File: src/rtl/apm_pkg.sv
// shared constants, types and functions of the audio peak level meter
package apm_pkg;

  localparam int DEF_MAX_CHANNELS = 8;
  localparam int SAMPLE_W         = 32;
  localparam int PEAK_W           = 32;
  localparam int FMT_W            = 3;
  localparam int COUNT_W          = 4;
  localparam int CFG_INDEX_W      = 1;
  localparam int CFG_DATA_W       = 4;
  localparam int CHAN_NUM_W       = 3;
  localparam int LEVEL_W          = 7;
  localparam int QUOT_W           = 7;
  localparam int PROD_W           = PEAK_W + QUOT_W;
  localparam int MID_DEPTH        = 2;
  localparam int OUT_DEPTH        = 4;

  localparam logic [LEVEL_W-1:0] LEVEL_MAX = LEVEL_W'(100);

  localparam logic [CFG_INDEX_W-1:0] REG_SAMPLE_FORMAT = 1'd0;
  localparam logic [CFG_INDEX_W-1:0] REG_CHANNEL_COUNT = 1'd1;

  localparam logic [FMT_W-1:0] FMT_S8  = 3'd0;
  localparam logic [FMT_W-1:0] FMT_S16 = 3'd1;
  localparam logic [FMT_W-1:0] FMT_S32 = 3'd2;
  localparam logic [FMT_W-1:0] FMT_U8  = 3'd3;
  localparam logic [FMT_W-1:0] FMT_U16 = 3'd4;
  localparam logic [FMT_W-1:0] FMT_U32 = 3'd5;

  localparam logic [FMT_W-1:0]   FMT_RESET   = FMT_S16;
  localparam logic [COUNT_W-1:0] COUNT_RESET = 4'd1;

  typedef struct packed {
    logic [CHAN_NUM_W-1:0] channel_number;
    logic [LEVEL_W-1:0]    level_percent;
    logic                  last_level;
  } apm_result_t;

  localparam int RESULT_W = $bits(apm_result_t);

  // full scale of a format, zero for unused codes
  function automatic logic [PEAK_W-1:0] full_scale(input logic [FMT_W-1:0] fmt);
    logic [PEAK_W-1:0] fs;
    case (fmt)
      FMT_S8:  fs = 32'd127;
      FMT_S16: fs = 32'd32767;
      FMT_S32: fs = 32'd2147483647;
      FMT_U8:  fs = 32'd255;
      FMT_U16: fs = 32'd65535;
      FMT_U32: fs = 32'hFFFF_FFFF;
      default: fs = '0;
    endcase
    return fs;
  endfunction

endpackage

File: src/rtl/apm_fifo.sv
// small first-in first-out queue held in flops
module apm_fifo import apm_pkg::*; #(
  parameter int WIDTH = RESULT_W,
  parameter int DEPTH = OUT_DEPTH
) (
  input  logic             clk,
  input  logic             rst,
  input  logic             push,
  input  logic [WIDTH-1:0] wdata,
  output logic             full,
  input  logic             pop,
  output logic [WIDTH-1:0] rdata,
  output logic             empty
);

  localparam int PTR_W = (DEPTH > 1) ? $clog2(DEPTH) : 1;
  localparam int CNT_W = $clog2(DEPTH + 1);

  logic [WIDTH-1:0] mem [DEPTH];
  logic [PTR_W-1:0] wr_ptr;
  logic [PTR_W-1:0] rd_ptr;
  logic [CNT_W-1:0] count;
  logic             do_push;
  logic             do_pop;

  assign full    = (count == CNT_W'(DEPTH));
  assign empty   = (count == '0);
  assign do_push = push && !full;
  assign do_pop  = pop && !empty;
  assign rdata   = mem[rd_ptr];

  always_ff @(posedge clk) begin
    if (rst) begin
      wr_ptr <= '0;
      rd_ptr <= '0;
      count  <= '0;
    end else begin
      if (do_push) begin
        wr_ptr <= (wr_ptr == PTR_W'(DEPTH - 1)) ? '0 : wr_ptr + 1'b1;
      end
      if (do_pop) begin
        rd_ptr <= (rd_ptr == PTR_W'(DEPTH - 1)) ? '0 : rd_ptr + 1'b1;
      end
      if (do_push && !do_pop) begin
        count <= count + 1'b1;
      end else if (do_pop && !do_push) begin
        count <= count - 1'b1;
      end
    end
  end

  always_ff @(posedge clk) begin
    if (do_push) begin
      mem[wr_ptr] <= wdata;
    end
  end

endmodule

File: src/rtl/apm_front.sv
// front end: channel assignment and per-sample magnitude
module apm_front import apm_pkg::*; #(
  parameter int MAX_CHANNELS = DEF_MAX_CHANNELS,
  parameter int POS_W        = (MAX_CHANNELS > 1) ? $clog2(MAX_CHANNELS) : 1,
  parameter int NCH_W        = $clog2(MAX_CHANNELS + 1)
) (
  input  logic                clk,
  input  logic                rst,
  input  logic                take,
  input  logic [FMT_W-1:0]    sample_format,
  input  logic [NCH_W-1:0]    n_eff,
  input  logic [SAMPLE_W-1:0] sample_bits,
  input  logic                buffer_end,
  output logic [POS_W-1:0]    ent_ch,
  output logic [PEAK_W-1:0]   ent_mag,
  output logic                ent_last
);

  logic [POS_W-1:0]  pos;
  logic [POS_W-1:0]  pos_next;
  logic [NCH_W-1:0]  pos_inc;
  logic [PEAK_W-1:0] fs;
  logic [PEAK_W-1:0] uval;
  logic [PEAK_W:0]   dbl;
  logic [PEAK_W:0]   fs_ext;
  logic [PEAK_W:0]   udiff;
  logic [8:0]        s8_neg;
  logic [16:0]       s16_neg;

  assign fs = full_scale(sample_format);

  // channel position, wrapped when the count shrank
  always_comb begin
    ent_ch   = (NCH_W'(pos) >= n_eff) ? '0 : pos;
    pos_inc  = NCH_W'(ent_ch) + NCH_W'(1);
    pos_next = ((pos_inc >= n_eff) || buffer_end) ? '0 : pos_inc[POS_W-1:0];
  end

  // magnitude, unsigned formats kept doubled around the midpoint
  always_comb begin
    s8_neg  = 9'h100 - {1'b0, sample_bits[7:0]};
    s16_neg = 17'h10000 - {1'b0, sample_bits[15:0]};
    case (sample_format)
      FMT_U8:  uval = {24'b0, sample_bits[7:0]};
      FMT_U16: uval = {16'b0, sample_bits[15:0]};
      default: uval = sample_bits;
    endcase
    dbl    = {uval, 1'b0};
    fs_ext = {1'b0, fs};
    udiff  = (dbl >= fs_ext) ? (dbl - fs_ext) : (fs_ext - dbl);
    case (sample_format)
      FMT_S8:  ent_mag = sample_bits[7] ? {23'b0, s8_neg} : {24'b0, sample_bits[7:0]};
      FMT_S16: ent_mag = sample_bits[15] ? {15'b0, s16_neg} : {16'b0, sample_bits[15:0]};
      FMT_S32: ent_mag = sample_bits[31] ? (32'd0 - sample_bits) : sample_bits;
      FMT_U8, FMT_U16, FMT_U32: ent_mag = udiff[PEAK_W-1:0];
      default: ent_mag = '0;
    endcase
  end

  assign ent_last = buffer_end;

  always_ff @(posedge clk) begin
    if (rst) begin
      pos <= '0;
    end else if (take) begin
      pos <= pos_next;
    end
  end

endmodule

File: src/rtl/apm_back.sv
// back end: peak store and level report sequencer with serial divider
module apm_back import apm_pkg::*; #(
  parameter int MAX_CHANNELS = DEF_MAX_CHANNELS,
  parameter int POS_W        = (MAX_CHANNELS > 1) ? $clog2(MAX_CHANNELS) : 1,
  parameter int NCH_W        = $clog2(MAX_CHANNELS + 1)
) (
  input  logic               clk,
  input  logic               rst,
  input  logic [FMT_W-1:0]   sample_format,
  input  logic [NCH_W-1:0]   n_eff,
  input  logic               q_empty,
  input  logic [POS_W-1:0]   q_ch,
  input  logic [PEAK_W-1:0]  q_mag,
  input  logic               q_last,
  output logic               q_pop,
  input  logic               res_full,
  output logic               res_push,
  output apm_result_t        res
);

  typedef enum logic [1:0] {
    RUN,
    LOAD,
    DIV,
    SEND
  } state_t;

  state_t                state;
  logic [PEAK_W-1:0]     peak [MAX_CHANNELS];
  logic [POS_W-1:0]      idx;
  logic [PROD_W-1:0]     rem;
  logic [PROD_W-2:0]     dvs;
  logic [QUOT_W-1:0]     quot;
  logic [2:0]            step;
  logic [LEVEL_W-1:0]    level;
  logic [POS_W-1:0]      rd_addr;
  logic [PEAK_W-1:0]     rd_peak;
  logic [PEAK_W-1:0]     fs;
  logic [PROD_W-1:0]     prod;
  logic                  ge;
  logic                  is_last;
  logic [POS_W+2:0]      idx_ext;

  assign fs      = full_scale(sample_format);
  assign rd_addr = (state == RUN) ? q_ch : idx;
  assign rd_peak = peak[rd_addr];
  assign prod    = (PROD_W'(rd_peak) << 6) + (PROD_W'(rd_peak) << 5) + (PROD_W'(rd_peak) << 2);
  assign ge      = (rem >= {1'b0, dvs});
  assign is_last = ((NCH_W'(idx) + NCH_W'(1)) == n_eff);
  assign idx_ext = {3'b0, idx};

  assign q_pop    = (state == RUN) && !q_empty;
  assign res_push = (state == SEND) && !res_full;

  always_comb begin
    res.channel_number = idx_ext[CHAN_NUM_W-1:0];
    res.level_percent  = level;
    res.last_level     = is_last;
  end

  always_ff @(posedge clk) begin
    if (rst) begin
      state <= RUN;
      idx   <= '0;
      for (int i = 0; i < MAX_CHANNELS; i++) begin
        peak[i] <= '0;
      end
    end else begin
      case (state)
        RUN: begin
          if (q_pop) begin
            if (q_mag > rd_peak) begin
              peak[q_ch] <= q_mag;
            end
            if (q_last) begin
              idx   <= '0;
              state <= LOAD;
            end
          end
        end
        LOAD: begin
          rem  <= prod;
          dvs  <= {fs, 6'b0};
          quot <= '0;
          step <= 3'd6;
          if (fs == '0) begin
            level <= '0;
            state <= SEND;
          end else if (rd_peak >= fs) begin
            level <= LEVEL_MAX;
            state <= SEND;
          end else begin
            state <= DIV;
          end
        end
        DIV: begin
          if (ge) begin
            rem <= rem - {1'b0, dvs};
          end
          quot <= {quot[QUOT_W-2:0], ge};
          dvs  <= dvs >> 1;
          if (step == '0) begin
            level <= {quot[QUOT_W-2:0], ge};
            state <= SEND;
          end else begin
            step <= step - 1'b1;
          end
        end
        SEND: begin
          if (res_push) begin
            if (is_last) begin
              for (int i = 0; i < MAX_CHANNELS; i++) begin
                peak[i] <= '0;
              end
              state <= RUN;
            end else begin
              idx   <= idx + 1'b1;
              state <= LOAD;
            end
          end
        end
        default: begin
          state <= RUN;
        end
      endcase
    end
  end

  a_level_bound: assert property (@(posedge clk) disable iff (rst)
    res_push |-> (res.level_percent <= LEVEL_MAX))
    else $error("level above full scale");

  a_last_returns: assert property (@(posedge clk) disable iff (rst)
    (res_push && res.last_level) |=> (state == RUN))
    else $error("report did not finish after final channel");

  a_next_channel: assert property (@(posedge clk) disable iff (rst)
    (res_push && !res.last_level) |=> (state == LOAD && idx == $past(idx) + 1'b1))
    else $error("report skipped a channel");

  a_peaks_cleared: assert property (@(posedge clk) disable iff (rst)
    (res_push && res.last_level) |=> (peak[0] == '0))
    else $error("peaks not cleared at buffer end");

endmodule

File: src/rtl/audio_peak_level_meter.sv
// Per-channel PCM peak level meter: samples are taken into a two-entry queue at one per
// cycle while the peak store keeps up; each queued sample updates its channel's peak
// when it is popped. A sample marked as buffer end starts the level report, which for
// each active channel takes one load, seven restoring divide steps by the format's full
// scale (skipped when the scale is zero or the peak reaches it) and one transfer into the
// four-entry result queue, so the input stalls during the report once the sample queue
// is full. There is no clearing pass after reset.
module audio_peak_level_meter import apm_pkg::*; #(
  parameter int MAX_CHANNELS = DEF_MAX_CHANNELS
) (
  input  logic                   clk,
  input  logic                   rst,
  input  logic                   push,
  output logic                   full,
  input  logic [SAMPLE_W-1:0]    sample_bits,
  input  logic                   buffer_end,
  output logic                   empty,
  input  logic                   pop,
  output logic [CHAN_NUM_W-1:0]  channel_number,
  output logic [LEVEL_W-1:0]     level_percent,
  output logic                   last_level,
  input  logic                   cfg_valid,
  output logic                   cfg_ready,
  input  logic [CFG_INDEX_W-1:0] cfg_index,
  input  logic [CFG_DATA_W-1:0]  cfg_data
);

  localparam int POS_W = (MAX_CHANNELS > 1) ? $clog2(MAX_CHANNELS) : 1;
  localparam int NCH_W = $clog2(MAX_CHANNELS + 1);
  localparam int ENT_W = 1 + POS_W + PEAK_W;

  logic [FMT_W-1:0]   sample_format;
  logic [COUNT_W-1:0] channel_count;
  logic [NCH_W-1:0]   n_eff;
  logic               take;
  logic [POS_W-1:0]   f_ch;
  logic [PEAK_W-1:0]  f_mag;
  logic               f_last;
  logic [ENT_W-1:0]   q_wdata;
  logic [ENT_W-1:0]   q_rdata;
  logic               q_empty;
  logic               q_pop;
  logic               res_full;
  logic               res_push;
  apm_result_t        res_in;
  apm_result_t        res_out;
  logic [RESULT_W-1:0] res_rdata;

  assign cfg_ready = 1'b1;

  always_ff @(posedge clk) begin
    if (rst) begin
      sample_format <= FMT_RESET;
      channel_count <= COUNT_RESET;
    end else if (cfg_valid && cfg_ready) begin
      case (cfg_index)
        REG_SAMPLE_FORMAT: sample_format <= cfg_data[FMT_W-1:0];
        REG_CHANNEL_COUNT: channel_count <= cfg_data[COUNT_W-1:0];
        default: begin
        end
      endcase
    end
  end

  // effective channel count: zero reads as one, clamped to the channel limit
  always_comb begin
    if (channel_count == '0) begin
      n_eff = NCH_W'(1);
    end else if ({1'b0, channel_count} > (COUNT_W + 1)'(MAX_CHANNELS)) begin
      n_eff = NCH_W'(MAX_CHANNELS);
    end else begin
      n_eff = NCH_W'(channel_count);
    end
  end

  assign take    = push && !full;
  assign q_wdata = {f_last, f_ch, f_mag};

  apm_front #(
    .MAX_CHANNELS (MAX_CHANNELS)
  ) u_front (
    .clk           (clk),
    .rst           (rst),
    .take          (take),
    .sample_format (sample_format),
    .n_eff         (n_eff),
    .sample_bits   (sample_bits),
    .buffer_end    (buffer_end),
    .ent_ch        (f_ch),
    .ent_mag       (f_mag),
    .ent_last      (f_last)
  );

  apm_fifo #(
    .WIDTH (ENT_W),
    .DEPTH (MID_DEPTH)
  ) u_mid_q (
    .clk   (clk),
    .rst   (rst),
    .push  (take),
    .wdata (q_wdata),
    .full  (full),
    .pop   (q_pop),
    .rdata (q_rdata),
    .empty (q_empty)
  );

  apm_back #(
    .MAX_CHANNELS (MAX_CHANNELS)
  ) u_back (
    .clk           (clk),
    .rst           (rst),
    .sample_format (sample_format),
    .n_eff         (n_eff),
    .q_empty       (q_empty),
    .q_ch          (q_rdata[PEAK_W +: POS_W]),
    .q_mag         (q_rdata[PEAK_W-1:0]),
    .q_last        (q_rdata[ENT_W-1]),
    .q_pop         (q_pop),
    .res_full      (res_full),
    .res_push      (res_push),
    .res           (res_in)
  );

  apm_fifo #(
    .WIDTH (RESULT_W),
    .DEPTH (OUT_DEPTH)
  ) u_res_q (
    .clk   (clk),
    .rst   (rst),
    .push  (res_push),
    .wdata (res_in),
    .full  (res_full),
    .pop   (pop),
    .rdata (res_rdata),
    .empty (empty)
  );

  assign res_out        = apm_result_t'(res_rdata);
  assign channel_number = res_out.channel_number;
  assign level_percent  = res_out.level_percent;
  assign last_level     = res_out.last_level;

endmodule

File: config.mk
export PLATFORM = sky130hd
export DESIGN_NAME = audio_peak_level_meter
export DESIGN_NICKNAME = d
export VERILOG_FILES = /design/src/rtl/apm_pkg.sv /design/src/rtl/apm_fifo.sv /design/src/rtl/apm_front.sv /design/src/rtl/apm_back.sv /design/src/rtl/audio_peak_level_meter.sv
export SDC_FILE = /design/constraint.sdc
export NUM_CORES = 1
export LEC_CHECK = 0
export ABC_AREA = 1
export BUFFER_PORTS_ARGS = -buffer_cell sky130_fd_sc_hd__buf_2
export CAP_MARGIN = 5
export CELL_PAD_IN_SITES_DETAIL_PLACEMENT = 1
export CELL_PAD_IN_SITES_GLOBAL_PLACEMENT = 2
export CORE_UTILIZATION = 40
export CTS_BUF_LIST = sky130_fd_sc_hd__clkbuf_16
export CTS_CLUSTER_SIZE = 28
export DETAILED_ROUTE_END_ITERATION = 8
export HOLD_SLACK_MARGIN = 0.05
export PLACE_DENSITY_LB_ADDON = 0.3
export SETUP_SLACK_MARGIN = 0.4
export SLEW_MARGIN = 20
export SYNTH_ARGS = -nofsm -noshare
export SYNTH_HDL_FRONTEND = slang
export SYNTH_SLANG_ARGS = --single-unit
export TNS_END_PERCENT = 5
File: constraint.sdc
create_clock -name clk -period 14.7 [get_ports clk]
set_clock_uncertainty 0.2 [all_clocks]
set_input_delay 1.47 -clock clk [delete_from_list [all_inputs] [get_ports clk]]
set_output_delay 1.47 -clock clk [all_outputs]
set_load 0.005 [all_outputs]
==> flow_summary.ini, run 1 <==
[outcome]
outcome = finished clean

[synth]
distinct_cells_synth = 59
yosys_most_used_dff = edfxtp_1
syn_area_per_cell_um2 = 8.22
yosys_top_cell_area_share_pct = 43.1
syn_inst = 3946
number_of_flops_mapped_to_enable_cells_by_yosys = 465
most_used_standard_cells_in_the_synthesized_netlist = 665 x nor2_1, 656 x nand2_1, 498 x inv_1
cell_area_after_synthesis_mm2 = 0.0324
area_contributors_post_synth = edfxtp_1 43%, ha_1 8.5%, nor2_1 7.7%, nand2_1 7.6%, o21ai_0 6.4%
synth_most_common_cell = nor2_1
synth-seq-area-share_pct = 44.9
synth_area_leader_cell = edfxtp_1
synth.yosys.warnings = 0
syn_nets = 4241
number_of_register_bits_inferred_by_synthesis = 494
ys_async_sr_fraction_pct = 0

[routing]
drtPass1Iterations = 5
wl_mm = 110
route.detailed.drc = 0
vias_per_cell = 5.51
initialDrtViolationCount = 1875
antenna_violating_nets_post_route = 0
avgRoutedWirePerCell_um = 21.6
count_of_vias_placed_by_the_detailed_router = 28100

[grt]
number_of_antenna_violations_at_the_first_check_in_global_routing = 0
largest_net_degree_at_the_start_of_global_routing = 85
grt_pass1_vias = 28400
grt_first_pass_wirelength_mm = 170
globalRouteOverflowTotal = 0
gr-usage-all-layers_pct = 26.9

[floorplanning]
placementRows = 104
chipWidth_um = 287
die_area_mm2 = 0.0822
initial_utilization_pct = 40.3
boundary_pins = 57
die_h_um = 287
fp.coreArea_mm2 = 0.0804

[timing]
post-route-worst-setup-slack_ps = 7300
timing_max_transition_violations_final = 0
min_period_ps = 7400
tightestPinTransition_ps = 1120
hold_viol_final = 0
tns_ps = 0
rsz0062_at_grt = false
timing.max_slew.rel_slack_pct = 24.8
final_min_period_over_clock_period_pct = 50.3
max_freq_mhz = 135
setup_viol = 0

[setup_path]
critPathArrivalTime_ps = 7410
start_kind = flop
crit_path_start = u_back.state[0]$_SDFFE_PP0P_
crit_path_top_delay_cell = nand2_2
cell_occurring_most_often_along_the_worst_timing_path = nand2_1
reg2reg_to = u_back.peak[3][4]$_SDFFCE_PN0P_
r2r-start = u_back.state[0]$_SDFFE_PP0P_
cp-endpoint = u_back.peak[3][4]$_SDFFCE_PN0P_
worst-r2r-setup-slack_ps = 7300
critPathCaptureType = flop
worst_path_fanout_max = 84
required_ps = 14710
critical_path.cell_chain = inv_1 -> ha_1 -> inv_1 -> nand2_1 -> nand2_4 -> buf_4 -> o21ai_0 -> o22ai_1 -> nand2_1 -> o21ai_0 -> inv_1 -> ha_1 -> nand2_1 -> or4_1 -> nor2_1 -> o21ai_0 -> o211ai_1 -> nand4_1 -> nor2_1 -> nand2_1 -> buf_4 -> nand2_2
class_of_the_most_critical_setup_path = flop to flop
cp_slowest_stage_delay_ps = 780
path_depth_of_the_worst_reg2reg_path = 22

[cts]
post_cts.resized_instances = 0
cts_setup_buffers = 0
root_buffer = clkbuf_16
cts.hold.buffers_added = 0
maximum_number_of_buffers_from_clock_root_to_sink = 3
cts_sinks = 494
cts.htree.levels = 2
clock_latency_at_the_later_pin_of_the_worst_skew_pair_ps = 650
clock_tree_from_tritoncts = done
cts_made_buffers = 54
clk_transition_reported_paths_ps = 70

[cells_and_area]
num-fill-cells = 9639
drive_above_1_share_pct = 6.76
syn2layout_area_growth_pct = 10.7
layout.cells.non_filler = 5097
nNetsFinal = 4287
antenna_cells = 0

[min_path]
hold_path.class = flop to flop

[placed_design]
place.detailed.instances = 4994
pre_cts_ws_ps = 7050
gp_routability_congestion = 0.883
placement.io_buffers = 55
post-dp-hpwl_mm = 82.1

[flow_run]
drv_cap = 0
## flip-flops by register name, summed over array words and instances (netlist names), named ones only
signal / count
u_back.level: 7
u_res_q.count: 3
u_back.peak: 256
u_mid_q.wr_ptr: 1
u_back.step: 3
u_back.quot: 6
u_back.rem: 39
u_front.pos: 3
u_mid_q.count: 2
u_mid_q.rd_ptr: 1
sample_format: 3
u_back.idx: 3
u_res_q.rd_ptr: 2
u_res_q.wr_ptr: 2
u_mid_q.mem: 72
channel_count: 4
u_back.state: 2
u_res_q.mem: 44
u_back.dvs: 38
## layer usage
metal  vias to the layer above  GRT usage (%)  wire length (µm)
li1                      13400              -                 -
met1                     13900           37.7             51500
met2                       587           44.9             51800
met3                       110           2.74              4940
met4                         0           5.55              2020
met5                         -              0                 0
## cell type report
| type | instances | area (µm²) | area share, % |
|---|---|---|---|
| clock inverter | 47 | 473 | 1.32 |
| sequential | 494 | 14500 | 40.5 |
| tap | 1060 | 1330 | 3.69 |
| clock buffer | 54 | 1350 | 3.76 |
| timing repair buffer | 107 | 691 | 1.92 |
| multi-input combinational | 2828 | 15600 | 43.5 |
| inverter | 507 | 1910 | 5.31 |
## stage by stage
stage,util (%),hold WS [ps],area (µm²)
finish,44.6,263,35900
global route,44.6,303,35900
CTS,44.6,259,35800
detailed placement,42.3,247,34000
global placement,42.3,241,34000
floorplan,-,226,32400
## cell families after synthesis
| group | synth area share, % |
|---|---|
| simple gates | 20.3 |
| compound gates | 15.2 |
| buf+inv | 7.34 |
| flops | 44.9 |
| fa+ha+maj | 10.5 |
| xor+xnor | 1.84 |
| other cells | 0.0116 |
| mux | 0.0309 |
## layout by cell type (no fill, tap or decap), types with 54 or more instances in the layout
cell / count
nand2_1: 645
inv_1: 516
xor2_1: 55
o21ai_0: 406
clkbuf_16: 54
ha_1: 219
edfxtp_1: 465
nor2_1: 660
o22ai_1: 72
a21oi_1: 272
nand3_1: 129
buf_2: 55
## worst min path at each step
stage / startpoint / cells past startpoint / to
6_report: u_mid_q.rd_ptr$_SDFFE_PP0P_ / 1 / u_mid_q.rd_ptr$_SDFFE_PP0P_
3_3_place_gp: u_mid_q.rd_ptr$_SDFFE_PP0P_ / 1 / u_mid_q.rd_ptr$_SDFFE_PP0P_
2_1_floorplan: u_mid_q.rd_ptr$_SDFFE_PP0P_ / 1 / flop
3_5_place_dp: u_mid_q.rd_ptr$_SDFFE_PP0P_ / 1 / u_mid_q.rd_ptr$_SDFFE_PP0P_
5_1_grt: u_mid_q.rd_ptr$_SDFFE_PP0P_ / 1 / u_mid_q.rd_ptr$_SDFFE_PP0P_
4_1_cts: u_mid_q.rd_ptr$_SDFFE_PP0P_ / 1 / u_mid_q.rd_ptr$_SDFFE_PP0P_
## worst max-delay path, delay by kind of cell (launching register included)
family	cells	cell delay (ps)
buffers and inverters	5	1580
AOI/OAI and AO/OA	5	1010
adders and majority gates	2	660
DFF	1	360
and+or+nand+nor	10	3030
Power of run 1 is left out: the tool's default activity adds up to more than one toggle a clock period on the data nets, which glitch-free logic cannot reach.
==> inputs of run 2 (changes only) <==
==> constraint.sdc (replaced) <==
create_clock -name clk -period 7.25 [get_ports clk]
set_clock_uncertainty 0.2 [all_clocks]
set_input_delay 0.725 -clock clk [delete_from_list [all_inputs] [get_ports clk]]
set_output_delay 0.725 -clock clk [all_outputs]
set_load 0.005 [all_outputs]
==> run 2 against run 1 <==
- final cell count grew 0.53%
- routed wire length barely moved
- clock-buffer cell count grew 1
- sequential share of layout area is 0.26 points lower
- critical path depth shrank 2
- utilization is 0.28 points higher
- die area unchanged
- first-iteration DRC count decreased by 5.6%
- non-clock buffer count increased by 25
==> flow_summary.ini, run 2 (synthesis results as in run 1) <==
[cells_and_area]
most-common-layout-cells = 661 x nor2_1, 645 x nand2_1, 507 x inv_1
num-fill-cells = 9707
final-seq-area_mm2 = 0.0145
nNetsFinal = 4313
drive_above_1_share_pct = 7.36
largest_register = u_back.peak
final_common_cell = nor2_1
largest_register_ffs = 256
multiInputGateArea_mm2 = 0.0156
biggestRegsByFlops = u_back.peak: 256 flops, u_mid_q.mem: 72 flops, u_res_q.mem: 44 flops
antenna_cells = 0
syn2layout_area_growth_pct = 11.4

[placed_design]
placement.io_buffers = 55
gp_routability_congestion = 0.917
post-dp-hpwl_mm = 81.5

[floorplanning]
die_area_mm2 = 0.0822
boundary_pins = 57
fp.coreArea_mm2 = 0.0804
initial_utilization_pct = 40.3
die_h_um = 287
placementRows = 104
chipWidth_um = 287

[cts]
clock_latency_at_the_later_pin_of_the_worst_skew_pair_ps = 670
cts_sinks = 494
root_buffer = clkbuf_16
cts_made_buffers = 55
maximum_number_of_buffers_from_clock_root_to_sink = 3
post_cts.resized_instances = 0
cts_setup_buffers = 0
cts.htree.levels = 2
clock_tree_from_tritoncts = done
clk_transition_reported_paths_ps = 60
cts.hold.buffers_added = 0

[timing]
final_min_period_over_clock_period_pct = 87.5
tightestPinTransition_ps = 1170
timing_max_transition_violations_final = 0
tns_ps = 0
min_period_ps = 6340
setup_viol = 0
timing.max_slew.rel_slack_pct = 21.6
max_freq_mhz = 158
hold_viol_final = 0
rsz0062_at_grt = false

[grt]
largest_net_degree_at_the_start_of_global_routing = 67
gr-usage-all-layers_pct = 26.8
number_of_antenna_violations_at_the_first_check_in_global_routing = 1
grt_first_pass_wirelength_mm = 169
globalRouteOverflowTotal = 0
grt_pass1_vias = 28900

[min_path]
holdPathStages = 3
worstHoldStart = cfg_data[0]
hold_end = channel_count[0]$_SDFFE_PP1P_
hold_path.class = input port to flop

[routing]
antenna_violating_nets_post_route = 0
detailed_routed_wire_length_on_met3_mm = 3.75
wl_mm = 110
initialDrtViolationCount = 1770
route.detailed.drc = 0
drtPass1Iterations = 5
met1Wirelength_mm = 50.7
dr_wl_met2_mm = 53.1
avgRoutedWirePerCell_um = 21.5
vias_per_cell = 5.46
count_of_vias_placed_by_the_detailed_router = 28000
top_layer = met5

[flow_run]
drv_cap = 0

[outcome]
outcome = finished clean

[setup_path]
worst_path_fanout_max = 48
reg2reg_to = u_back.peak[2][6]$_SDFFCE_PN0P_
critPathCaptureType = flop
r2r-start = u_back.state[1]$_SDFFE_PP0P_
required_ps = 7260
path_depth_of_the_worst_reg2reg_path = 20
class_of_the_most_critical_setup_path = flop to flop
worst-r2r-setup-slack_ps = 910
critPathArrivalTime_ps = 6360
start_kind = flop
[run 2: worst max path at each step]
stage,startpoint,to
global route,u_back.state[0]$_SDFFE_PP0P_,u_back.peak[2][6]$_SDFFCE_PN0P_
detailed placement,u_back.state[0]$_SDFFE_PP0P_,u_back.peak[4][25]$_SDFFCE_PN0P_
CTS,u_back.state[1]$_SDFFE_PP0P_,u_back.peak[2][6]$_SDFFCE_PN0P_
floorplan,u_back.state[0]$_SDFFE_PP0P_,u_back.peak[0][0]$_SDFFCE_PN0P_
finish,u_back.state[1]$_SDFFE_PP0P_,u_back.peak[2][6]$_SDFFCE_PN0P_
global placement,u_back.state[0]$_SDFFE_PP0P_,u_back.rem[28]$_DFFE_PP_
[run 2: layout make-up]
class / instances / area share [%]
clock buffers: 55 / 3.81
clock inverters: 48 / 1.33
inverters: 507 / 5.27
multi-input cells: 2828 / 43.1
flip-flops and latches: 494 / 40.3
well taps: 1060 / 3.67
repair buffers: 132 / 2.54
[run 2: routing by layer]
layer | GRT usage (%) | vias to the layer above
met1 | 35.7 | 13800
met2 | 46.2 | 519
met4 | 7.42 | 2
li1 | - | 13500
met5 | 0 | -
met3 | 2.38 | 140
[run 2: metrics by stage]
stage / area (µm²) / hold slack [ps] / std cells / setup slack, ps / utilization, %
after floorplan: 32400 / 226 / 3946 / 1580 / -
after global placement: 34200 / 235 / 5019 / 1110 / 42.6
after detailed placement: 34200 / 247 / 5019 / 917 / 42.6
after CTS: 36100 / 92.9 / 5122 / 904 / 44.9
after global routing: 36100 / 117 / 5124 / 439 / 44.9
final: 36100 / 120 / 5124 / 906 / 44.9
[run 2: critical path, stage by stage, from the launching register on]
cell and delay (ps):
dfxtp_1 360, inv_1 110, ha_1 330, inv_1 270, nand2_1 170, nand2_4 490, o21ai_0 180, o22ai_1 140
inv_1 70, o21ai_0 650, inv_1 120, ha_1 330, nand2_1 90, or4_1 650, nor2_1 190, o21ai_0 110
o211ai_1 90, nand4_1 130, nor2_1 290, nand2_1 140, nand2_2 790
Power of run 2 is left out for the same reason.
==> inputs of run 3 (changes only) <==
--- a/config.mk
+++ b/config.mk
@@ -5,12 +5,11 @@
 export SDC_FILE = /design/constraint.sdc
 export NUM_CORES = 1
 export LEC_CHECK = 0
-export ABC_AREA = 1
 export BUFFER_PORTS_ARGS = -buffer_cell sky130_fd_sc_hd__buf_2
 export CAP_MARGIN = 5
 export CELL_PAD_IN_SITES_DETAIL_PLACEMENT = 1
 export CELL_PAD_IN_SITES_GLOBAL_PLACEMENT = 2
-export CORE_UTILIZATION = 40
+export CORE_UTILIZATION = 44
 export CTS_BUF_LIST = sky130_fd_sc_hd__clkbuf_16
 export CTS_CLUSTER_SIZE = 28
 export DETAILED_ROUTE_END_ITERATION = 8
==> run 3 against run 2 <==
- final area is 5.7% lower
- highest routed layer is now met4
- utilization grew 4.6 points
- register-to-register slack worse by 90 ps
- critical endpoint is now u_back.rem[34]$_DFFE_PP_
- worst setup slack got worse by 88 ps
==> flow_summary.ini, run 3 <==
[outcome]
outcome = finished clean

[synth]
synth.yosys.warnings = 0
yosys_most_used_dff = edfxtp_1
distinct_cells_synth = 93
synth-seq-area-share_pct = 47.5
cell_area_after_synthesis_mm2 = 0.0306
number_of_flops_mapped_to_enable_cells_by_yosys = 465
syn_area_per_cell_um2 = 10.9
most_used_standard_cells_in_the_synthesized_netlist = 465 x edfxtp_1, 401 x nor2_1, 220 x ha_1
yosys_top_cell_area_share_pct = 45.6
syn_nets = 3096
number_of_register_bits_inferred_by_synthesis = 494
area_contributors_post_synth = edfxtp_1 46%, ha_1 9.0%, mux4_2 5.5%, nor2_1 4.9%, a21oi_1 3.5%
ys_async_sr_fraction_pct = 0
synth_most_common_cell = edfxtp_1
syn_inst = 2801
synth_area_leader_cell = edfxtp_1

[cells_and_area]
antenna_cells = 0
syn2layout_area_growth_pct = 11.1
layout.cells.non_filler = 3822
largest_register_ffs = 256
final-seq-area_mm2 = 0.0145
layout.core_utilization_pct = 49.6
biggestRegsByFlops = u_back.peak: 256 flops, u_mid_q.mem: 72 flops, u_res_q.mem: 44 flops
drive_above_1_share_pct = 10.7
most-common-layout-cells = 465 x edfxtp_1, 398 x nor2_1, 218 x ha_1
largest_register = u_back.peak
final_common_cell = edfxtp_1
multiInputGateArea_mm2 = 0.0150
nNetsFinal = 3142
num-fill-cells = 7435

[cts]
root_buffer = clkbuf_16
clk_transition_reported_paths_ps = 60
cts_sinks = 494
cts_made_buffers = 54
clock_latency_at_the_later_pin_of_the_worst_skew_pair_ps = 620
cts_setup_buffers = 0
clock_tree_from_tritoncts = done
cts.htree.levels = 2
maximum_number_of_buffers_from_clock_root_to_sink = 3

[min_path]
hold_path.class = input port to flop

[timing]
timing_max_transition_violations_final = 0
timing.max_slew.rel_slack_pct = 25.8
timing.hold.ws_ps = 140
setup_viol = 0
final_min_period_over_clock_period_pct = 88.7
tns_ps = 0
tightestPinTransition_ps = 1080
min_period_ps = 6430
hold_viol_final = 0
rsz0062_at_grt = false
max_freq_mhz = 155

[floorplanning]
placementRows = 96
die_h_um = 266
fp.coreArea_mm2 = 0.0687
die_area_mm2 = 0.0707
boundary_pins = 57
chipWidth_um = 266
initial_utilization_pct = 44.6

[flow_run]
drv_cap = 0

[placed_design]
placement.io_buffers = 55
post-dp-hpwl_mm = 63.9
place.detailed.instances = 3719
gp_routability_congestion = 0.872

[setup_path]
class_of_the_most_critical_setup_path = flop to flop
worst-r2r-setup-slack_ps = 820
required_ps = 7410
critPathCaptureType = flop
start_kind = flop
critPathArrivalTime_ps = 6590
worst_path_fanout_max = 54

[routing]
vias_per_cell = 5.86
count_of_vias_placed_by_the_detailed_router = 22400
drtPass1Iterations = 8
antenna_violating_nets_post_route = 0
avgRoutedWirePerCell_um = 23.6
initialDrtViolationCount = 1579
route.detailed.drc = 0
wl_mm = 90.0

[grt]
gr-usage-all-layers_pct = 25.6
number_of_antenna_violations_at_the_first_check_in_global_routing = 0
largest_net_degree_at_the_start_of_global_routing = 68
grt_first_pass_wirelength_mm = 140
grt_pass1_vias = 23900
globalRouteOverflowTotal = 0
-- run 3: cell types whose count changed after synthesis, moves of 75 or more --
cell and change:
mux2i_1 +85, nand2_1 -512, nor2_1 -264, o21ai_0 -282, nand3_1 -91, inv_1 -313
mux4_2 +75
-- run 3: kinds of logic after synthesis --
logic type               synth area share (%)
adder cells (fa/ha/maj)                  11.1
flip-flops                               47.5
buffers and inverters                    3.80
AND/OR/NAND/NOR                          12.0
AO/OA/AOI/OAI                            13.8
XOR/XNOR                                 3.06
multiplexers                             8.67
other                                  0.0122
-- run 3: path summary, 6_finish.rpt --
| check | to | cells after the start | startpoint |
|---|---|---|---|
| max | u_back.rem[34]$_DFFE_PP_ | 20 | u_back.state[0]$_SDFFE_PP0P_ |
| min | u_mid_q.mem[0][35]$_DFFE_PP_ | 1 | buffer_end |
| max reg2reg | u_back.rem[34]$_DFFE_PP_ | 20 | u_back.state[0]$_SDFFE_PP0P_ |
| min reg2reg | channel_count[0]$_SDFFE_PP1P_ | 1 | channel_count[0]$_SDFFE_PP1P_ |
-- run 3: timing repair --
item / CTS / global route
resized for setup: 0 / 3
hold endpoints to repair: 0 / 0
hold buffers: 0 / 0
endpoints found under the setup margin: 0 / 14
-- run 3: final cells by class --
class	instances	share of cell area, %
Tap cell	931	3.42
Sequential cell	494	42.7
Timing Repair Buffer	106	2.45
Inverter	187	2.06
Multi-Input combinational cell	2004	44.1
Clock buffer	58	4.26
Clock inverter	42	1.00
-- run 3: worst max-delay path, stage by stage (launching register included) --
cell	delay [ps]
dfxtp_1	340
inv_1	170
ha_2	380
o211ai_1	200
o21ai_4	250
buf_12	400
mux4_2	540
mux2i_1	450
inv_1	240
fa_1	520
ha_1	340
o21ai_0	100
nand2b_1	90
a31oi_1	150
o31ai_1	410
a31o_2	250
nand3_1	110
a31oi_1	440
o22ai_1	150
xnor2_1	150
mux2_2	260
-- run 3: per-layer routing --
layer | GRT usage (%) | part of all wire (%)
met1 | 34.4 | 45
met2 | 44.2 | 49
met3 | 2.74 | 4.0
met4 | 5.78 | 1.9
met5 | 0 | 0
-- run 3: through the flow --
stage / area (µm²) / setup slack [ps]
6_report: 34100 / 818
5_1_grt: 34100 / 415
2_1_floorplan: 30600 / 1200
3_3_place_gp: 32200 / 855
4_1_cts: 34000 / 534
3_5_place_dp: 32200 / 634
Power of run 3 is left out for the same reason.
